===== src/hdl/radial_point_force_impulse_macros.svh =====
// ----------------------------------------------------------------------------
// Assertion macros for the radial point force block
// Immediate-implication and next-cycle checks on the block clock.
// ----------------------------------------------------------------------------
`ifndef RADIAL_POINT_FORCE_IMPULSE_MACROS_SVH
`define RADIAL_POINT_FORCE_IMPULSE_MACROS_SVH

// Consequent must hold in the same cycle as the antecedent.
`define RPFI_ASSERT_NOW(lbl, ante, cons, msg) \
  lbl: assert property (@(posedge clk) disable iff (rst) (ante) |-> (cons)) else $error(msg);

// Consequent must hold in the cycle after the antecedent.
`define RPFI_ASSERT_NEXT(lbl, ante, cons, msg) \
  lbl: assert property (@(posedge clk) disable iff (rst) (ante) |=> (cons)) else $error(msg);

`endif


===== src/hdl/rpfi_pkg.sv =====
// ----------------------------------------------------------------------------
// rpfi_pkg
// Types and constants shared by the radial point force pipeline.
// ----------------------------------------------------------------------------
package rpfi_pkg;

  localparam int unsigned SqrtSteps = 32;
  localparam int unsigned DivSteps  = 17;
  localparam int unsigned NumLanes  = 3;

  localparam int unsigned LaneX = 0;
  localparam int unsigned LaneY = 1;
  localparam int unsigned LaneF = 2;

  localparam logic [2:0] RegTouchX   = 3'd0;
  localparam logic [2:0] RegTouchY   = 3'd1;
  localparam logic [2:0] RegRadius   = 3'd2;
  localparam logic [2:0] RegStrength = 3'd3;
  localparam logic [2:0] RegRepulse  = 3'd4;

  localparam logic [30:0] RadiusReset = 31'd65536;
  localparam logic [63:0] NearZeroD2  = 64'd43;
  localparam logic [16:0] QuotMax     = 17'd65536;

  typedef struct packed {
    logic signed [31:0] vel_x;
    logic signed [31:0] vel_y;
    logic               last;
    logic               hit;
    logic               neg_x;
    logic               neg_y;
  } base_t;

  typedef struct packed {
    base_t       base;
    logic [31:0] ax;
    logic [31:0] ay;
    logic [63:0] d2sh;
    logic [33:0] rem;
    logic [31:0] root;
  } sqrt_t;

  typedef struct packed {
    base_t                          base;
    logic [NumLanes-1:0][47:0]      rem;
    logic [NumLanes-1:0][46:0]      dsh;
    logic [NumLanes-1:0][16:0]      q;
  } div_t;

endpackage


===== src/hdl/rpfi_div_cell.sv =====
// ----------------------------------------------------------------------------
// rpfi_div_cell
// One restoring division step on three lanes (x unit, y unit, falloff).
// ----------------------------------------------------------------------------
module rpfi_div_cell (
  input  logic           clk,
  input  logic           rst,
  input  logic           in_valid,
  output logic           in_ready,
  input  rpfi_pkg::div_t in_data,
  output logic           out_valid,
  input  logic           out_ready,
  output rpfi_pkg::div_t out_data
);

  logic                            valid;
  rpfi_pkg::div_t                  data;
  rpfi_pkg::div_t                  data_next;
  logic [rpfi_pkg::NumLanes-1:0]   ge;

  always_comb begin
    data_next = in_data;
    for (int i = 0; i < rpfi_pkg::NumLanes; i++) begin
      ge[i] = (in_data.rem[i] >= {1'b0, in_data.dsh[i]});
      data_next.rem[i] = ge[i] ? (in_data.rem[i] - {1'b0, in_data.dsh[i]}) : in_data.rem[i];
      data_next.dsh[i] = in_data.dsh[i] >> 1;
      data_next.q[i]   = {in_data.q[i][15:0], ge[i]};
    end
  end

  assign in_ready  = !valid || out_ready;
  assign out_valid = valid;
  assign out_data  = data;

  always_ff @(posedge clk) begin
    if (rst) begin
      valid <= 1'b0;
    end else if (in_ready) begin
      valid <= in_valid;
    end
  end

  always_ff @(posedge clk) begin
    if (in_ready && in_valid) begin
      data <= data_next;
    end
  end

endmodule


===== config.mk =====
export PLATFORM = sky130hd
export DESIGN_NAME = rpfi_div_cell
export DESIGN_NICKNAME = d
export VERILOG_FILES = /design/src/hdl/radial_point_force_impulse_macros.svh /design/src/hdl/rpfi_pkg.sv /design/src/hdl/rpfi_div_cell.sv
export SDC_FILE = /design/constraint.sdc
export NUM_CORES = 1
export LEC_CHECK = 0
export BUFFER_PORTS_ARGS = -buffer_cell sky130_fd_sc_hd__buf_2
export CORE_AREA = 2 2 320 322
export CTS_BUF_LIST = sky130_fd_sc_hd__clkbuf_4 sky130_fd_sc_hd__clkbuf_8
export CTS_CLUSTER_DIAMETER = 40
export DETAILED_ROUTE_END_ITERATION = 12
export DIE_AREA = 0 0 322 324
export HOLD_SLACK_MARGIN = 0.06
export PLACE_DENSITY = 0.48
export SYNTH_ARGS = -nofsm -noshare
export SYNTH_HDL_FRONTEND = slang
export SYNTH_SLANG_ARGS = --single-unit

===== constraint.sdc =====
create_clock -name clk -period 14.9 [get_ports clk]
set_input_delay 0 -clock clk [delete_from_list [all_inputs] [get_ports clk]]
set_output_delay 0 -clock clk [all_outputs]
set_load 0.03 [all_outputs]

==> qor.txt <==
Root Driver: clkbuf_8
drt pass-1 iters: 5
initial antenna violation count: 13
worst min-delay path startpoint: in_data[124]
number of synthesized register bits: 402
1st-iter DRT viols: 1163
Slew Limit Headroom: 33.4%
GR peak layer: met2
status: complete, no violations
async set-reset flop share out of synthesis: 0%
Global Route met3 Usage: 4.51%
share of layout cells above drive strength 1: 27.2%
critical path arrival: 5.06 ns
die width: 322 um
Slew Limit Fails: 0
Seq/Total Area, Yosys: 53.8%
DRC: 0
syn avg cell area: 10.9 sq um
ys flop type: edfxtp_1
dpl hpwl: 66400 um
leakage power: 16.3 nW
CP startpoint kind: primary input
drt wl/cell: 18.0 um
total power: 3.93 mW
CTS Sinks: 402
CTS buffer count: 88
skew final: 0.0338 ns
Routed Antenna Nets: 0
Core Area: 0.101 sq mm
largest fanout on the critical path: 67
Die Y-Extent: 324 um
Worst VDD drop: 0.0000845 V
min Tclk post-route: 4.61 ns
Crit Path Class: in -> reg
most common cell after layout, fill and taps aside: buf_2
M1 GR Usage: 19.2%
drt total wl: 90100 um
HP Class: in -> reg
number of synthesized flops with an enable pin: 401
Final Cycle Share: 30.9%
vias in the first global route: 22600
PD cells: 106 mW/mm^2
Worst Setup SP: in_data[288]
largest area contributor in the netlist: edfxtp_1
post-cts resize count: 0
max-cap viol count: 0
Vias/cell: 4.40
fin nets: 4165
Yosys top cell area share: 53.8%
synth unique cells: 78
# rows: 117
Area Growth Syn to Fin: 65.9%
Die Area: 0.104 sq mm
global-route wire length before repair: 132000 um
gr usage total: 16.5%
Final Wtd Congestion: 0.840
pin slew with the least headroom to its limit: 1.00 ns
commonest cells after routing, fill and taps aside: buf_2, dlygate4sd3_1, edfxtp_1
global route overflow: 0
largest net degree at the start of global routing: 77
clock slew at reported path FFs: 0.05 ns
clk buf depth: 3
# IOs: 814
starting density of the core: 22.2%
worst hold slack: 0.170 ns
synth top area cells: edfxtp_1, ha_1, a21oi_1, a21o_1, nor2_1
Syn Inst Count: 2059
FF-to-FF setup slack: 11.43 ns
clock tree from TritonCTS: done
Syn Std Cell Area: 0.0224 sq mm
worst reg2reg path startpoint: out_valid$_SDFFE_PP0N_
port bufs: 807
Synth Warn #: 0
Peak Freq: 0.217 GHz
Setup TNS: 0 ns
Clock Latency Late Sink: 0.73 ns
met2 Track Usage GR: 28.1%
H-tree Lvls: 3
Fin. Hold Viols: 0
endpoint type of the worst setup path: flip-flop
via count: 22000
RSZ-0062 raised after global routing: false
Final setup viols: 0
Critical Path RT: 15.35 ns
[cells by family (layout without fill, tap and decap cells)]
family | Yosys count | in the layout | share of synthesized area, %
other cells | 1 | 9 | 0.0167
flops | 402 | 402 | 53.8
simple gates | 516 | 516 | 10.8
mux | 16 | 16 | 0.799
compound gates | 610 | 610 | 17.4
xor+xnor | 115 | 115 | 4.50
buf+inv | 255 | 1874 | 4.49
fa+ha+maj | 144 | 144 | 8.14
[worst paths after layout]
path / end / depth (start not counted)
worst max-delay path: out_data[319]$_DFFE_PP_ / 16
worst min-delay path: out_data[123]$_DFFE_PP_ / 2
worst max register to register: out_data[28]$_DFFE_PP_ / 5
worst min register to register: out_data[208]$_DFFE_PP_ / 3
[critical path, cell delays in order]
cell	delay, ns
dlygate4sd3_1	0.52
buf_2	0.11
inv_1	0.03
ha_1	0.20
fa_1	0.41
nand2b_1	0.19
a21o_1	0.19
a21o_1	0.21
a2111oi_0	0.50
nor3_1	0.22
o311a_1	0.42
o211ai_1	0.22
buf_4	0.63
or4b_1	0.50
o221a_2	0.14
dlygate4sd3_1	0.56
[what timing repair did]
item | CTS | global route
hold buffers | 723 | 0
endpoints found under the hold margin | 424 | 0
setup buffers | 0 | 0
endpoints found under the setup margin | 0 | 0
[routing by layer]
layer	vias to the layer above	share of wire, %
met4	4	4.0
met3	179	7.4
li1	10700	-
met2	738	48
met1	10400	41
met5	-	0.032
[stage by stage]
stage / cells / util (%) / area [sq um] / worst slack (ns)
global placement: 4109 / 27.6 / 27800 / 10.70
CTS: 4989 / 36.8 / 37100 / 10.43
global route: 4995 / 36.8 / 37200 / 10.05
detailed placement: 4109 / 27.6 / 27800 / 10.73
floorplan: 2061 / - / 22400 / 4.25
finish: 4995 / 36.8 / 37200 / 10.29
[registers in the layout, summed over array words and instances (netlist names)]
| register | flops |
|---|---|
| out_valid | 1 |
| out_data | 401 |
[layout make-up]
type	count	area (sq um)
Tap cell	1309	1640
Fill cell	10100	63900
Timing Repair Buffer	1542	11400
Clock inverter	54	738
Sequential cell	402	12100
Multi-Input combinational cell	1404	9350
Antenna cell	6	15.0
Clock buffer	103	1320
Inverter	175	657
[cells in the mapped netlist, types with 6 or more instances]
cell type,number
edfxtp_1,401
a21oi_1,252
nor2_1,190
inv_1,173
ha_1,141
nand2_1,114
a21o_1,107
o21ai_0,75
xnor2_1,65
clkbuf_1,51
xor2_1,50
nor3_1,42
nand4_1,36
nand3_1,33
o21a_1,26
o21bai_1,24
buf_2,23
nand2b_1,19
a31oi_1,17
and2_1,16
and3_1,16
mux2_2,15
nor2b_1,15
a211oi_1,13
o31ai_1,12
o211ai_1,11
or2_2,7
a21boi_0,6
o2111ai_1,6
o31a_1,6
or4_1,6
[report_power, final]
part           internal (mW)  switching [mW]  total [mW]
combinational          0.447           0.638        1.08
clock                  0.879           0.568        1.45
sequential              1.37          0.0240        1.40
Power figures use the tool's default switching activity.
