### config.mk
export PLATFORM = sky130hd
export DESIGN_NAME = rpfi_sqrt_cell
export DESIGN_NICKNAME = d
export VERILOG_FILES = /design/src/hdl/radial_point_force_impulse_macros.svh /design/src/hdl/rpfi_pkg.sv /design/src/hdl/rpfi_sqrt_cell.sv
export SDC_FILE = /design/constraint.sdc
export NUM_CORES = 1
export LEC_CHECK = 0
export ABC_AREA = 1
export BUFFER_PORTS_ARGS = -buffer_cell sky130_fd_sc_hd__buf_2
export CAP_MARGIN = 30
export CORE_AREA = 2 2 207 209
export DETAILED_ROUTE_END_ITERATION = 7
export DIE_AREA = 0 0 209 211
export SYNTH_ARGS = -nofsm -noshare
export SYNTH_HDL_FRONTEND = slang
export SYNTH_SLANG_ARGS = --single-unit
### constraint.sdc
create_clock -name clk -period 16.1 [get_ports clk]
set_input_delay 3.22 -clock clk [delete_from_list [all_inputs] [get_ports clk]]
set_output_delay 3.22 -clock clk [all_outputs]
set_load 0.01 [all_outputs]
### src/hdl/radial_point_force_impulse_macros.svh
// ----------------------------------------------------------------------------
// Assertion macros for the radial point force block
// Immediate-implication and next-cycle checks on the block clock.
// ----------------------------------------------------------------------------
`ifndef RADIAL_POINT_FORCE_IMPULSE_MACROS_SVH
`define RADIAL_POINT_FORCE_IMPULSE_MACROS_SVH

// Consequent must hold in the same cycle as the antecedent.
`define RPFI_ASSERT_NOW(lbl, ante, cons, msg) \
  lbl: assert property (@(posedge clk) disable iff (rst) (ante) |-> (cons)) else $error(msg);

// Consequent must hold in the cycle after the antecedent.
`define RPFI_ASSERT_NEXT(lbl, ante, cons, msg) \
  lbl: assert property (@(posedge clk) disable iff (rst) (ante) |=> (cons)) else $error(msg);

`endif

### src/hdl/rpfi_pkg.sv
// ----------------------------------------------------------------------------
// rpfi_pkg
// Types and constants shared by the radial point force pipeline.
// ----------------------------------------------------------------------------
package rpfi_pkg;

  localparam int unsigned SqrtSteps = 32;
  localparam int unsigned DivSteps  = 17;
  localparam int unsigned NumLanes  = 3;

  localparam int unsigned LaneX = 0;
  localparam int unsigned LaneY = 1;
  localparam int unsigned LaneF = 2;

  localparam logic [2:0] RegTouchX   = 3'd0;
  localparam logic [2:0] RegTouchY   = 3'd1;
  localparam logic [2:0] RegRadius   = 3'd2;
  localparam logic [2:0] RegStrength = 3'd3;
  localparam logic [2:0] RegRepulse  = 3'd4;

  localparam logic [30:0] RadiusReset = 31'd65536;
  localparam logic [63:0] NearZeroD2  = 64'd43;
  localparam logic [16:0] QuotMax     = 17'd65536;

  typedef struct packed {
    logic signed [31:0] vel_x;
    logic signed [31:0] vel_y;
    logic               last;
    logic               hit;
    logic               neg_x;
    logic               neg_y;
  } base_t;

  typedef struct packed {
    base_t       base;
    logic [31:0] ax;
    logic [31:0] ay;
    logic [63:0] d2sh;
    logic [33:0] rem;
    logic [31:0] root;
  } sqrt_t;

  typedef struct packed {
    base_t                          base;
    logic [NumLanes-1:0][47:0]      rem;
    logic [NumLanes-1:0][46:0]      dsh;
    logic [NumLanes-1:0][16:0]      q;
  } div_t;

endpackage

### src/hdl/rpfi_sqrt_cell.sv
// ----------------------------------------------------------------------------
// rpfi_sqrt_cell
// One restoring square root step: consumes two radicand bits per cell.
// ----------------------------------------------------------------------------
module rpfi_sqrt_cell (
  input  logic            clk,
  input  logic            rst,
  input  logic            in_valid,
  output logic            in_ready,
  input  rpfi_pkg::sqrt_t in_data,
  output logic            out_valid,
  input  logic            out_ready,
  output rpfi_pkg::sqrt_t out_data
);

  logic            valid;
  rpfi_pkg::sqrt_t data;
  rpfi_pkg::sqrt_t data_next;
  logic [35:0]     rs;
  logic [35:0]     trial;
  logic            fits;

  always_comb begin
    rs    = {in_data.rem, in_data.d2sh[63:62]};
    trial = {2'b00, in_data.root, 2'b01};
    fits  = (rs >= trial);
    data_next      = in_data;
    data_next.d2sh = {in_data.d2sh[61:0], 2'b00};
    data_next.rem  = fits ? 34'(rs - trial) : rs[33:0];
    data_next.root = {in_data.root[30:0], fits};
  end

  assign in_ready  = !valid || out_ready;
  assign out_valid = valid;
  assign out_data  = data;

  always_ff @(posedge clk) begin
    if (rst) begin
      valid <= 1'b0;
    end else if (in_ready) begin
      valid <= in_valid;
    end
  end

  always_ff @(posedge clk) begin
    if (in_ready && in_valid) begin
      data <= data_next;
    end
  end

endmodule

==> metrics.log <==
INFO  metric setup.worst_path.end = in_ready
INFO  metric crit_required = 12.88 ns
INFO  metric die_y = 211 microns
INFO  metric tritoncts.num_buffers = 31
INFO  metric drt_iter0_markers = 702
INFO  metric cts.repair_timing.setup_buffer_count = 0
INFO  metric final_max_slew_viol_count = 0
INFO  metric floorplan.initialDensity = 26.2%
INFO  metric post-route-drc-count = 0
INFO  metric ctsRootBufferMaster = sky130_fd_sc_hd__clkbuf_16
INFO  metric final_cell_count_without_fillers = 2047
INFO  metric kind_of_cell_with_the_highest_combined_delay_on_the_critical_path = buffers and inverters
INFO  metric regToRegSetupSlack = 13.86 ns
INFO  metric grt_first_pass_wirelength = 60800 microns
INFO  metric yosysSeqAreaShare = 71.7%
INFO  metric hp-class = reg2reg
INFO  metric cts_repair_resize_count = 0
INFO  metric rsz0062_at_grt = no
INFO  metric place_congestion = 0.903
INFO  metric worstPathBufferInverterCount = 3
INFO  metric grt_antenna_before_repair = 25
INFO  metric drtPass1Iterations = 5
INFO  metric postRouteAntennaNets = 0
INFO  metric port_buffers = 527
INFO  metric h-tree-depth = 1
INFO  metric grt.overflow.total = 0
INFO  metric post_synthesis_instance_area = 10900 sq um
INFO  metric dpl-instance-area = 14200 sq um
INFO  metric via_count = 8846
INFO  metric setup_viol = 0
INFO  metric placement_rows = 75
INFO  metric cp_slowest_stage_delay = 0.17 ns
INFO  metric yosysTopAreaCell = sky130_fd_sc_hd__edfxtp_1
INFO  metric grt_pass1_vias = 8713
INFO  metric chipWidth = 209 microns
INFO  metric ioPinCount = 530
INFO  metric totalWireLength = 44100 microns
INFO  metric maxSlewHeadroom = 40.3%
INFO  metric p_total = 1.78 mW
INFO  metric drive_above_1_share = 40.1%
INFO  metric post_synth_inst_count = 913
INFO  metric postCtsHoldBufs = 0
INFO  metric cp-start-kind = input pin
INFO  metric cts_tree = built
INFO  metric worst_clock_skew = 0.0172 ns
INFO  metric detailedPlace.worstSlack = 9.09 ns
INFO  metric worst_r2r_startpoint = out_valid$_SDFFE_PP0N_
INFO  metric synthDistinctLibCells = 26
INFO  metric max-vdd-ir-drop = 0.0775 mV
INFO  metric fmax = 143 MHz
INFO  metric post-route-cell-area = 15300 sq um
INFO  metric critPathArrivalTime = 3.77 ns
INFO  metric slowest_stage = sky130_fd_sc_hd__buf_2
INFO  metric synth_top_cell_area_share = 71.5%
INFO  metric timing.critical_path.mode_cell = sky130_fd_sc_hd__buf_2
INFO  metric synth.avg_cell_area = 12.0 sq um
INFO  metric grt_start_max_net_pins = 77
INFO  metric clkTransAtPathRegs = 0.06 ns
INFO  metric placed_cell_count = 1976
INFO  metric finalWorstSetupSlack = 9.11 ns
INFO  metric result_of_the_run = complete, no violations
INFO  metric final_min_period_over_clock_period = 43.4%
INFO  metric area_overhead_of_the_layout_relative_to_synthesis = 40.2%
INFO  metric powerDensity = 116 nW/um^2
INFO  metric final.setup.tns = 0 ns
INFO  metric worstSetupPathDepth = 4
INFO  metric numClockSinks = 261
INFO  metric layout.filler_cells = 4215
INFO  metric die_area = 44100 sq um
INFO  metric mostFrequentLayoutCell = sky130_fd_sc_hd__buf_2
INFO  metric mostFrequentLayoutCells = 527 x sky130_fd_sc_hd__buf_2, 284 x sky130_fd_sc_hd__nand2_1, 260 x sky130_fd_sc_hd__edfxtp_1
INFO  metric cp-startpoint = out_ready
INFO  metric wl_cell = 21.6 microns
INFO  metric crit_chain = buf_2, inv_1, nand2_1, buf_2
INFO  metric worst-path-max-fanout = 2
INFO  metric hold_viol = 0
INFO  metric total_leakage_power = 7.21 nW
INFO  metric final_net_count = 1772
INFO  metric worst_slew_pin_slew = 0.896 ns
INFO  metric synth_warnings = 0
INFO  metric reg2reg_to = out_data[171]$_DFFE_PP_
INFO  metric ff2ff_path_depth = 4
INFO  metric synth.ff_latch_count = 261
INFO  metric avgViaCountPerCell = 4.32
INFO  metric placeableCoreArea = 41800 sq um
INFO  metric cts_max_path_buffers = 3
INFO  metric finalWorstPathRequiredPeriod = 6.99 ns
INFO  metric globalRouteTotalUtil = 19.1%
INFO  metric synth.top_cells.by_area = sky130_fd_sc_hd__edfxtp_1 71%, sky130_fd_sc_hd__nand2_1 9.8%, sky130_fd_sc_hd__inv_1 4.8%
INFO  metric cap_violations = 0
INFO  metric dp_hpwl = 35600 microns
INFO  metric clkLatencyLatePin = 0.58 ns
INFO  metric critPathCaptureType = primary output
INFO  metric worst-setup-path-type = in2out
[how the worst min path moves through the flow]
stage,from,end,slack [ns],cells after the start
after floorplan,out_valid$_SDFFE_PP0N_,out_valid$_SDFFE_PP0N_,0.59,2
after global placement,out_valid$_SDFFE_PP0N_,out_valid$_SDFFE_PP0N_,0.66,2
after detailed placement,out_valid$_SDFFE_PP0N_,out_valid$_SDFFE_PP0N_,0.63,2
after CTS,out_valid$_SDFFE_PP0N_,out_valid$_SDFFE_PP0N_,0.64,2
after global routing,out_valid$_SDFFE_PP0N_,out_valid$_SDFFE_PP0N_,0.64,2
final,out_valid$_SDFFE_PP0N_,out_valid$_SDFFE_PP0N_,0.62,2
[cells in the mapped netlist]
master                     number
sky130_fd_sc_hd__nor2_1        53
sky130_fd_sc_hd__nor3_1         3
sky130_fd_sc_hd__a21oi_1       26
sky130_fd_sc_hd__dfxtp_1        1
sky130_fd_sc_hd__nor2_2         6
sky130_fd_sc_hd__inv_1        141
sky130_fd_sc_hd__buf_6          3
sky130_fd_sc_hd__nand3_1       38
sky130_fd_sc_hd__nand3_2        2
sky130_fd_sc_hd__xnor2_1        3
sky130_fd_sc_hd__nand3b_1       4
sky130_fd_sc_hd__conb_1         1
sky130_fd_sc_hd__edfxtp_1     260
sky130_fd_sc_hd__buf_4          5
sky130_fd_sc_hd__nand2_1      284
sky130_fd_sc_hd__and2_1         2
sky130_fd_sc_hd__nand4_1        6
sky130_fd_sc_hd__nand2_2        5
sky130_fd_sc_hd__o21bai_1       4
sky130_fd_sc_hd__o21ai_0       12
sky130_fd_sc_hd__nand2_8        1
sky130_fd_sc_hd__ha_1          34
sky130_fd_sc_hd__nor4_1         1
sky130_fd_sc_hd__inv_4          1
sky130_fd_sc_hd__a21oi_2        2
sky130_fd_sc_hd__xor2_1        15
[sequential cells by signal (all words and copies together), names as in the netlist]
name	flops
out_data	260
out_valid	1
[report_power, final]
part	switching [mW]	total [mW]	internal, mW	leakage (nW)
Combinational	0.161	0.253	0.0918	4.19
Sequential	0.0120	0.817	0.806	2.52
Clock	0.301	0.708	0.407	0.498
[layout make-up]
type | count | area (sq um) | area share [%]
Multi-Input combinational cell | 503 | 2500 | 16.4
Timing Repair Buffer | 533 | 2720 | 17.8
Sequential cell | 261 | 7830 | 51.1
Antenna cell | 11 | 27.5 | 0.180
Clock inverter | 22 | 225 | 1.47
Tap cell | 539 | 674 | 4.40
Inverter | 142 | 536 | 3.50
Clock buffer | 36 | 795 | 5.19
[kinds of logic (layout without fill, tap and decap cells)]
logic type,after synthesis,in the layout,share of synthesized area (%)
AOI/OAI and AO/OA,44,44,2.18
xor gates and xnor gates,18,18,1.44
adders and majority gates,34,34,3.89
buffers and inverters,150,733,5.55
DFF,261,261,71.7
other,1,13,0.0343
and+or+nand+nor,405,405,15.2
[tightest hold or removal path, stage by stage (launching register included)]
cell and delay [ns]:
sky130_fd_sc_hd__dfxtp_1 0.36, sky130_fd_sc_hd__nand2_1 0.14, sky130_fd_sc_hd__a21oi_1 0.08
[per-layer routing]
layer	vias to the layer above	global-route usage [%]	share of wire [%]
li1	4163	-	-
met1	4186	21.5	37
met2	371	33.3	50
met3	100	7.05	9.8
met4	26	6.70	3.2
met5	-	1.89	0.43
[metrics by stage]
| step | hold slack [ns] | util [%] |
|---|---|---|
| 6_report | 0.618 | 36.7 |
| 5_1_grt | 0.643 | 36.6 |
| 4_1_cts | 0.639 | 36.5 |
| 3_5_place_dp | 0.626 | 34.0 |
| 3_3_place_gp | 0.656 | 34.0 |
| 2_1_floorplan | 0.590 | - |
(Power assumes the default switching activity.)
